[config.mk]
export PLATFORM = sky130hd
export DESIGN_NAME = i2c_temp_sensor_thermostat
export DESIGN_NICKNAME = d
export VERILOG_FILES = /design/src/design/itst_pkg.sv /design/src/design/i2c_temp_sensor_thermostat.sv
export SDC_FILE = /design/constraint.sdc
export NUM_CORES = 1
export LEC_CHECK = 0
export BUFFER_PORTS_ARGS = -buffer_cell sky130_fd_sc_hd__buf_4
export CORE_ASPECT_RATIO = 1.2
export CORE_UTILIZATION = 40
export CTS_BUF_LIST = sky130_fd_sc_hd__clkbuf_16
export DETAILED_ROUTE_END_ITERATION = 8
export GPL_TIMING_DRIVEN = 0
export PLACE_DENSITY_LB_ADDON = 0.1
export SLEW_MARGIN = 5
export SYNTH_ARGS = -nofsm -noshare
export SYNTH_HDL_FRONTEND = slang
export SYNTH_SLANG_ARGS = --single-unit
[constraint.sdc]
create_clock -name clk -period 3.87 [get_ports clk]
set_clock_uncertainty 0.15 [all_clocks]
set_input_delay 0.774 -clock clk [delete_from_list [all_inputs] [get_ports clk]]
set_output_delay 0.774 -clock clk [all_outputs]
set_load 0.02 [all_outputs]
[src/design/itst_pkg.sv]
// Shared types and constants for the temperature sensor thermostat.
`default_nettype none
package itst_pkg;

  typedef logic signed [8:0] temp_t;

  typedef enum logic [2:0] {
    OP_START_WRITE = 3'd0,
    OP_START_READ  = 3'd1,
    OP_WRITE_BYTE  = 3'd2,
    OP_READ_BYTE   = 3'd3,
    OP_STOP        = 3'd4,
    OP_POLL_TICK   = 3'd5,
    OP_NEW_TEMP    = 3'd6,
    OP_UNUSED      = 3'd7
  } opcode_t;

  typedef enum logic [1:0] {
    PTR_TEMP   = 2'd0,
    PTR_CONFIG = 2'd1,
    PTR_HIGH   = 2'd2,
    PTR_HYST   = 2'd3
  } pointer_t;

  localparam int unsigned CFG_SHUTDOWN_BIT = 0;
  localparam int unsigned CFG_INTMODE_BIT  = 1;

  localparam temp_t TEMP_MIN       = 9'sb110010010;
  localparam temp_t TEMP_MAX       = 9'sb011111010;
  localparam temp_t TEMP_RESET     = 9'sd45;
  localparam temp_t HIGH_RESET     = 9'sd160;
  localparam temp_t HYST_RESET     = 9'sd150;
  localparam logic [7:0] BYTE_NONE = 8'hff;

endpackage
`default_nettype wire

[src/design/i2c_temp_sensor_thermostat.sv]
// Top level: register side and thermostat alarm of an I2C temperature sensor.
`default_nettype none
// Each input word is one bus event (start write, start read, written byte,
// read byte, stop), a poll tick or a new sensor reading, and it produces
// exactly one output word: the read data (zero unless the event was a byte
// read, 0xff once the two-byte transfer buffer is used up) and the alarm
// level after the event. A word is captured in an input register; a short
// block of logic then updates the pointer, config, limits, transfer buffer
// and alarm and loads the output register once that register can take it.
// The block takes one word per clock cycle while the output is not stalled;
// the output register stalls the input side only when a result is waiting
// and out_stall is high. Temperatures are 9-bit signed half-degree values;
// limits are compared as signed values. In interrupt mode a read start
// clears the alarm, and the shutdown bit holds the alarm low.
module i2c_temp_sensor_thermostat (
  input  wire logic            clk,
  input  wire logic            rst_n,
  input  wire logic            in_valid,
  output logic                 in_stall,
  input  wire logic [2:0]      in_opcode,
  input  wire logic [7:0]      in_write_byte,
  input  wire itst_pkg::temp_t in_sensor_temp,
  output logic                 out_valid,
  input  wire logic            out_stall,
  output logic [7:0]           out_read_byte,
  output logic                 out_alarm_level
);
  import itst_pkg::*;

  // Input register.
  logic        s1_valid_r;
  opcode_t     s1_op_r;
  logic [7:0]  s1_byte_r;
  temp_t       s1_temp_r;

  // Output register.
  logic        out_valid_r;
  logic [7:0]  out_read_byte_r, out_read_byte_nxt;
  logic        out_alarm_r;

  // Architectural state.
  logic [1:0]  ptr_r, ptr_nxt;
  logic [7:0]  cfg_r, cfg_nxt;
  temp_t       temp_r, temp_nxt;
  temp_t       high_r, high_nxt;
  temp_t       hyst_r, hyst_nxt;
  logic [7:0]  buf0_r, buf0_nxt;
  logic [7:0]  buf1_r, buf1_nxt;
  logic [1:0]  count_r, count_nxt;
  logic        event_r, event_nxt;
  logic        alarm_r, alarm_nxt;

  logic        out_ready;
  logic        s1_fire;
  logic        in_fire;
  logic        do_eval;
  temp_t       joined;

  // The output register can take a new word when it is empty or being drained.
  assign out_ready = !out_valid_r || !out_stall;
  assign s1_fire   = s1_valid_r && out_ready;
  assign in_stall  = s1_valid_r && !out_ready;
  assign in_fire   = in_valid && !in_stall;

  assign out_valid       = out_valid_r;
  assign out_read_byte   = out_read_byte_r;
  assign out_alarm_level = out_alarm_r;

  always_comb begin
    ptr_nxt           = ptr_r;
    cfg_nxt           = cfg_r;
    temp_nxt          = temp_r;
    high_nxt          = high_r;
    hyst_nxt          = hyst_r;
    buf0_nxt          = buf0_r;
    buf1_nxt          = buf1_r;
    count_nxt         = count_r;
    event_nxt         = event_r;
    alarm_nxt         = alarm_r;
    out_read_byte_nxt = 8'h00;
    do_eval           = 1'b0;
    joined            = temp_t'({buf0_r, buf1_r[7]});

    case (s1_op_r)
      OP_START_WRITE: begin
        count_nxt = 2'd0;
      end
      OP_START_READ: begin
        // Reload the transfer buffer from the pointed register.
        case (pointer_t'(ptr_r))
          PTR_TEMP: begin
            buf0_nxt = temp_r[8:1];
            buf1_nxt = {temp_r[0], 7'd0};
          end
          PTR_CONFIG: begin
            buf0_nxt = cfg_r;
            buf1_nxt = BYTE_NONE;
          end
          PTR_HIGH: begin
            buf0_nxt = high_r[8:1];
            buf1_nxt = {high_r[0], 7'd0};
          end
          default: begin
            buf0_nxt = hyst_r[8:1];
            buf1_nxt = {hyst_r[0], 7'd0};
          end
        endcase
        if (cfg_r[CFG_INTMODE_BIT]) begin
          alarm_nxt = 1'b0;
        end
        count_nxt = 2'd0;
      end
      OP_WRITE_BYTE: begin
        if (count_r == 2'd0) begin
          ptr_nxt   = s1_byte_r[1:0];
          count_nxt = 2'd1;
        end else if (count_r != 2'd3) begin
          if (count_r == 2'd1) begin
            buf0_nxt = s1_byte_r;
          end else begin
            buf1_nxt = s1_byte_r;
          end
          joined = temp_t'({buf0_nxt, buf1_nxt[7]});
          case (pointer_t'(ptr_r))
            PTR_TEMP:   ;
            PTR_CONFIG: cfg_nxt = buf0_nxt;
            PTR_HIGH:   high_nxt = joined;
            default:    hyst_nxt = joined;
          endcase
          do_eval   = 1'b1;
          count_nxt = count_r + 2'd1;
        end
      end
      OP_READ_BYTE: begin
        if (count_r < 2'd2) begin
          out_read_byte_nxt = count_r[0] ? buf1_r : buf0_r;
          count_nxt         = count_r + 2'd1;
        end else begin
          out_read_byte_nxt = BYTE_NONE;
        end
      end
      OP_POLL_TICK: begin
        do_eval = 1'b1;
      end
      OP_NEW_TEMP: begin
        if (s1_temp_r < TEMP_MIN) begin
          temp_nxt = TEMP_MIN;
        end else if (s1_temp_r > TEMP_MAX) begin
          temp_nxt = TEMP_MAX;
        end else begin
          temp_nxt = s1_temp_r;
        end
      end
      default: ;
    endcase

    // Thermostat evaluation with the freshly written config and limits.
    if (do_eval) begin
      if (cfg_nxt[CFG_SHUTDOWN_BIT]) begin
        alarm_nxt = 1'b0;
      end else if (cfg_nxt[CFG_INTMODE_BIT]) begin
        if (!event_r && (temp_r > high_nxt)) begin
          event_nxt = 1'b1;
          alarm_nxt = 1'b1;
        end else if (event_r && (temp_r < hyst_nxt)) begin
          event_nxt = 1'b0;
          alarm_nxt = 1'b1;
        end
      end else begin
        if (temp_r > high_nxt) begin
          alarm_nxt = 1'b1;
        end
        if (temp_r < hyst_nxt) begin
          alarm_nxt = 1'b0;
        end
      end
    end
  end

  always_ff @(posedge clk) begin
    if (!rst_n) begin
      s1_valid_r  <= 1'b0;
      out_valid_r <= 1'b0;
      ptr_r       <= 2'd0;
      cfg_r       <= 8'h00;
      temp_r      <= TEMP_RESET;
      high_r      <= HIGH_RESET;
      hyst_r      <= HYST_RESET;
      buf0_r      <= BYTE_NONE;
      buf1_r      <= BYTE_NONE;
      count_r     <= 2'd0;
      event_r     <= 1'b0;
      alarm_r     <= 1'b0;
    end else begin
      if (in_fire) begin
        s1_valid_r <= 1'b1;
      end else if (s1_fire) begin
        s1_valid_r <= 1'b0;
      end
      if (s1_fire) begin
        out_valid_r <= 1'b1;
        ptr_r       <= ptr_nxt;
        cfg_r       <= cfg_nxt;
        temp_r      <= temp_nxt;
        high_r      <= high_nxt;
        hyst_r      <= hyst_nxt;
        buf0_r      <= buf0_nxt;
        buf1_r      <= buf1_nxt;
        count_r     <= count_nxt;
        event_r     <= event_nxt;
        alarm_r     <= alarm_nxt;
      end else if (!out_stall) begin
        out_valid_r <= 1'b0;
      end
    end
  end

  // Payload registers.
  always_ff @(posedge clk) begin
    if (in_fire) begin
      s1_op_r   <= opcode_t'(in_opcode);
      s1_byte_r <= in_write_byte;
      s1_temp_r <= in_sensor_temp;
    end
    if (s1_fire) begin
      out_read_byte_r <= out_read_byte_nxt;
      out_alarm_r     <= alarm_nxt;
    end
  end

  // Shutdown always holds the alarm low.
  a_shutdown_quiet: assert property (@(posedge clk) disable iff (!rst_n)
    cfg_r[CFG_SHUTDOWN_BIT] |-> !alarm_r)
    else $error("alarm active while in shutdown");

  // The input side only stalls when a word sits in the input register.
  a_stall_has_word: assert property (@(posedge clk) disable iff (!rst_n)
    in_stall |-> s1_valid_r)
    else $error("input stalled with empty input register");

  // Only byte reads return nonzero data.
  a_read_data_zero: assert property (@(posedge clk) disable iff (!rst_n)
    (s1_fire && (s1_op_r != OP_READ_BYTE)) |=> (out_read_byte_r == 8'h00))
    else $error("nonzero read data for a non-read word");

  // Stops, write starts and new readings never move the alarm.
  a_alarm_hold: assert property (@(posedge clk) disable iff (!rst_n)
    (s1_fire && ((s1_op_r == OP_START_WRITE) || (s1_op_r == OP_STOP) ||
                 (s1_op_r == OP_NEW_TEMP))) |=> $stable(alarm_r))
    else $error("alarm changed on a word that does not evaluate it");

endmodule
`default_nettype wire

Word-level counts from Yosys, hierarchy flattened:

Cells that the tools add are included.

* output and inout bits: 11
* flip-flop bits (word level): 88
* logic and storage cells: 117
* bits of input ports: 24

* add/sub/neg operators: 1
* bitwise gates (word level): 2
* magnitude comparators: 5
* mux-type cells: 48
* reductions and logical operators: 27
* equal/unequal tests: 15

Operator list (count)
* two-way mux 9 bit: 10
* two-way mux 8 bit: 8
* one-hot mux 8 bit (3 select lines): 2
* one-hot mux 8 bit (2 select lines): 2
* two-way mux 1 bit: 17
* AND reduction 5 bit: 3
* two-way mux 2 bit: 7
* inequality test 2 bit (second input constant): 5
* greater-than comparator 9 bit: 1
* greater-than comparator 9 bit (second input constant): 1
* less-than comparator 9 x 8 -> 1 bit (second input constant): 1
* less-than comparator 9 bit: 1
* AND reduction 4 bit: 2
* equality test 3 x 2 -> 1 bit (second input constant): 2
* equality test 3 bit (second input constant): 2
* one-hot mux 2 bit (3 select lines): 1
* nonzero test 2 bit: 3
* logical AND 1 bit: 5
* logical NOT 1 bit: 5
* equality test 2 x 1 -> 1 bit (second input constant): 2
* logical NOT 2 bit: 2
* equality test 3 x 1 -> 1 bit (second input constant): 1
* logical NOT 3 bit: 1
* inequality test 3 bit (second input constant): 1
* other kinds (12): 13

Logic depth before layout (Yosys ltp):

* depth after elaboration: 13
* gate-level depth with buffers: 17
* gate-level depth less buffers: 14

Least setup slack after synthesis:

No wires, ideal clock.

* path type: reg2reg
* start: register count_r[0]
* end: register out_alarm_r, in the netlist out_alarm_level (data pin)
* path buffers: 3
* path slack: 0.017 ns
* stages on the path, launching flop included: 18
* data arrival time: 3.447 ns
* data required time: 3.464 ns
* clock period less this slack: 3.853 ns
* path through: dfxtp_1 clkbuf_1 inv_1 ha_1 nor2_1 nand4_1 clkbuf_1 clkbuf_1 nor2_1 a21oi_1 ha_1 nand4_1 nor3_1 or3_1 a31oi_2 mux2i_1 and2_1 o21ai_1

* word-level cells in the longest chain between the ends: 13
* elaborated cells on any way between the ends: 31

Ends and longest elaborated chain
* from (decl): RTL line i2c_temp_sensor_thermostat.sv:49 `logic [1:0] count_r, count_nxt;`
* from (signal assigned): RTL line i2c_temp_sensor_thermostat.sv:209 `count_r <= count_nxt;`
* equality test 2 x 1 -> 1 bit: RTL line i2c_temp_sensor_thermostat.sv:118 `if (count_r == 2'd1) begin`
* two-way mux 8 bit: RTL line i2c_temp_sensor_thermostat.sv:118
* two-way mux 9 bit: RTL line i2c_temp_sensor_thermostat.sv:124 `case (pointer_t'(ptr_r))`
* two-way mux 9 bit: RTL line i2c_temp_sensor_thermostat.sv:117 `end else if (count_r != 2'd3) begin`
* two-way mux 9 bit: RTL line i2c_temp_sensor_thermostat.sv:114 `if (count_r == 2'd0) begin`
* two-way mux 9 bit: RTL line i2c_temp_sensor_thermostat.sv:84 `case (s1_op_r)`
* less-than comparator 9 bit: RTL line i2c_temp_sensor_thermostat.sv:165, i2c_temp_sensor_thermostat.sv:173
* logical AND 1 bit: RTL line i2c_temp_sensor_thermostat.sv:165 `end else if (event_r && (temp_r < hyst_nxt)) begin`
* two-way mux 1 bit: RTL line i2c_temp_sensor_thermostat.sv:165
* two-way mux 1 bit: RTL line i2c_temp_sensor_thermostat.sv:162 `if (!event_r && (temp_r > high_nxt)) begin`
* two-way mux 1 bit: RTL line i2c_temp_sensor_thermostat.sv:161 `end else if (cfg_nxt[CFG_INTMODE_BIT]) begin`
* two-way mux 1 bit: RTL line i2c_temp_sensor_thermostat.sv:159 `if (cfg_nxt[CFG_SHUTDOWN_BIT]) begin`
* two-way mux 1 bit (*): RTL line i2c_temp_sensor_thermostat.sv:158 `if (do_eval) begin`
* named net alarm_nxt: RTL line i2c_temp_sensor_thermostat.sv:51 `logic alarm_r, alarm_nxt;`
* to (signal assigned): RTL line i2c_temp_sensor_thermostat.sv:227 `out_alarm_r <= alarm_nxt;`
* to (decl): RTL line i2c_temp_sensor_thermostat.sv:39 `logic out_alarm_r;`

The timed path passes the listed nets; every way through them passes the cells marked *. The select of a mux whose other input is x is not followed.
A chain may end at the register's enable or synchronous reset.

Worst setup path after layout:

Ends and elaborated chain as after synthesis.

==> flow_summary_export.csv <==
group,metric,value,unit
cts,numCtsBuffers,9,
logic_synthesis,yosys.area_share.xor_xnor,0,%
power,total_power,2.04,mW
final_layout,fin_util,50.1,%
critical_path,path_max_fanout,10,
critical_path,start_kind,"flop",
logic_synthesis,synth_seq_area_share,46.5,%
die,die_area,11500,um2
logic_synthesis,synthMuxAreaShare,9.59,%
critical_path,crit_start,"count_r[0]$_SDFFE_PN0P_",
power,clkPwrFrac,42.0,%
final_layout,area_growth,20.6,%
grt,gr-total-overflow,0,
logic_synthesis,synth_area,4410,um2
cts,clk_pin_slew_worst_paths,0.06,ns
timing,worstMarginPinSlew,0.988,ns
cts,cts_sinks,88,
logic_synthesis,synthAdderAreaFrac,5.67,%
grt,grt_pass1_vias,3498,
logic_synthesis,ys_ff_latch,88,
die,core,10600,um2
drt,route.detailed.drc,2,
grt,antenna_found_initial,0,
cts,htreeDepth,3,
cts,cts_root_buf,"clkbuf_16",
critical_path,critPathMostFrequentCell,"ha_1",
critical_path,crit_type,"reg2reg",
critical_path,worstPathArrival,3.65,ns
final_layout,fin_nets,556,
grt,track_usage,21.2,%
logic_synthesis,synth_top_area_share,26.8,%
logic_synthesis,synthDistinctLibCells,49,
logic_synthesis,synth_compound_area_share,18.3,%
placement,io_buffers,34,
drt,wirelength,11500,um
drt,wl_per_cell,17.8,um
timing,finalCritPeriodShare,95.6,%
power,ir_drop,287,uV
outcome,status,"finished, violations left",
timing,hold_violations,0,
cts,cts_tree,"done",
power,switching_share,23.8,%
timing,fin_tns_setup,0,ns
final_layout,drive_gt1_share,18.4,%
die,start_util,41.5,%
logic_synthesis,synth_area_leaders,"dfxtp_1 (27%), edfxtp_1 (20%), nand2_1 (6.1%)",
drt,vias,3633,
logic_synthesis,ys.flop_type,"dfxtp_1",
critical_path,worstReg2RegEnd,"out_alarm_level$_DFFE_PP_",
power,p_sw,0.485,mW
flow_run,maxCapViolations,0,
cts,clock_latency,0.35,ns
hold_path,min_path_type,"reg2reg",
grt,grt_pass1_wl,18300,um
grt,grt_max_degree,17,
critical_path,worstSetupEndpointType,"flop",
drt,drt_iter0_drc,192,
logic_synthesis,synth_top_family_by_area,"compound AO/OA/AOI/OAI gates",
power,power.density,382,nW/um2
die,die_h,117,um
critical_path,r2r_start,"count_r[0]$_SDFFE_PN0P_",
timing,drv_slew,0,
drt,drtAntennaViolNets,0,
logic_synthesis,synth_common_cells,"nand2_1 (72), dfxtp_1 (59), a21oi_1 (42)",
logic_synthesis,synth-async-reset-ratio,0,%
die,die_x,97.9,um
timing,period_minus_slack,3.70,ns
timing,setup_ws,0.171,ns
critical_path,cp_slowest_stage_delay,0.37,ns
logic_synthesis,synth_top_cell_by_area,"dfxtp_1",
logic_synthesis,synth.avg_cell_area,9.70,um2
drt,first_pass_iters,6,
timing,setup_viol,0,
placement,hpwl,8560,um
critical_path,slowest_stage,"dfxtp_2",
logic_synthesis,ys_warn_count,0,
logic_synthesis,synthCells,455,
timing,maxSlewHeadroom,34.0,%
outcome,violations,"DRC",
placement,dp_slack,-0.827,ns
timing,whs,0.334,ns
timing,timing.fmax,0.270,GHz
critical_path,cp.required,3.82,ns
cts,max-clock-path-buffers,2,
power,comb_power_share,8.5,%
critical_path,reg2reg_depth,17,
placement,gp_congestion,0.823,
power,p_seq_share,49.6,%
cts,postCtsHoldBufs,0,
critical_path,r2r_setup_slack,0.17,ns
power,leakagePower,2.19,nW
logic_synthesis,synth_edf_count,29,
die,io_pins,35,
final_layout,antenna_cells_inserted,0,
die,row_count,41,
critical_path,path_cells,"clkbuf_8, inv_1, ha_1, nor2_4, nand4_1, buf_6, clkbuf_4, nor2_2, a21oi_2, ha_1, a21oi_1, o22ai_1, or3_1, a31oi_4, mux2i_2, and2_1, o21ai_1",
critical_path,endpoint,"out_alarm_level$_DFFE_PP_",
drt,viasPerCell,5.62,
logic_synthesis,yosys.area_share.simple,17.0,%
logic_synthesis,synth_most_common_cell,"nand2_1",
power,p_int,1.55,mW
logic_synthesis,syn_nets,499,
==> power groups by stage <==
stage	Combinational [mW]	Sequential, mW	Clock, mW
final	0.172	1.01	0.854
after global routing	0.188	1.01	0.907
after CTS	0.167	1.01	0.866
after detailed placement	0.163	1.03	0
after global placement	0.159	1.03	0
after floorplan	0.0939	1.03	0
==> cells by family (layout without fill, tap and decap cells) <==
group           after synthesis  in the layout
mux                          32             32
buf+inv                      34             96
compound gates              126            126
simple gates                155            155
fa+ha+maj                    20             20
flops                        88             88
==> routing by layer <==
layer  GRT usage (%)  part of all wire, %  vias up
li1                -                    -     1787
met5               0                    0        -
met4            9.09                  2.3        0
met2            38.5                   52       83
met3            3.68                  4.3       20
met1            24.8                   42     1743
==> cell usage in the layout (no fill, tap or decap), types with 4 or more instances in the layout <==
cell	Yosys	layout
mux2i_1	22	15
clkbuf_1	22	19
o211ai_1	24	24
dfxtp_1	59	57
nor3_1	6	6
nor2_1	20	17
mux2i_2	0	5
or3_1	4	4
nand4b_1	4	4
edfxtp_1	29	29
buf_4	0	44
nor2b_1	10	9
nand2_1	72	72
inv_1	6	10
nand4_1	5	5
clkbuf_16	0	9
o21ai_0	24	24
o21ai_1	4	4
o211a_1	9	9
ha_1	20	20
and2_1	14	14
a21oi_1	42	39
nand3_1	7	7
a31oi_1	4	4
mux4_2	8	8
==> flip-flops by register name, indices dropped and copies added, names as in the netlist <==
signal           flops
count_r              2
out_alarm_level      1
event_r              1
buf0_r               8
s1_byte_r            8
s1_valid_r           1
out_read_byte        8
high_r               9
out_valid            1
cfg_r                8
ptr_r                2
hyst_r               9
s1_op_r              3
s1_temp_r            9
temp_r               9
buf1_r               8
alarm_r              1
==> worst min path at each step <==
stage                            from                      to  slack (ns)  cells after the start
3_5_place_dp   buf1_r[3]$_SDFFE_PN1P_  buf1_r[3]$_SDFFE_PN1P_        0.32                      2
2_1_floorplan    event_r$_SDFFE_PN0P_    event_r$_SDFFE_PN0P_        0.29                      1
5_1_grt          event_r$_SDFFE_PN0P_    event_r$_SDFFE_PN0P_        0.36                      1
4_1_cts        buf1_r[6]$_SDFFE_PN1P_  buf1_r[6]$_SDFFE_PN1P_        0.34                      2
3_3_place_gp   buf1_r[6]$_SDFFE_PN1P_  buf1_r[6]$_SDFFE_PN1P_        0.32                      2
6_report       buf1_r[3]$_SDFFE_PN1P_  buf1_r[3]$_SDFFE_PN1P_        0.33                      2
==> area by class of cell <==
| type | count | area, um2 |
|---|---|---|
| inverters | 8 | 32.5 |
| clock inverters | 7 | 57.6 |
| flip-flops and latches | 88 | 2050 |
| clock buffers | 9 | 225 |
| plain buffers | 26 | 124 |
| repair buffers | 46 | 350 |
| fillers | 997 | 5300 |
| multi-input cells | 333 | 2320 |
| well taps | 129 | 161 |
==> per-stage QoR <==
stage | instance area (um2) | instances
floorplan | 4410 | 455
global placement | 4830 | 618
detailed placement | 4850 | 619
CTS | 5190 | 637
global route | 5320 | 646
finish | 5320 | 646
==> critical path: cells and delay by family (launching register included) <==
family                     cells  cell delay, ns
and+or+nand+nor                5            0.98
muxes                          1            0.29
AOI/OAI and AO/OA              5            0.58
adders and majority gates      2            0.54
buffers and inverters          4            0.54
DFF                            1            0.37
==> timing repair <==
action,CTS,global route
cloned,0,1
buffers inserted,2,8
pin swaps,0,2
resized for setup,15,19
setup endpoints to repair,3,3
(Power assumes the default switching activity.)
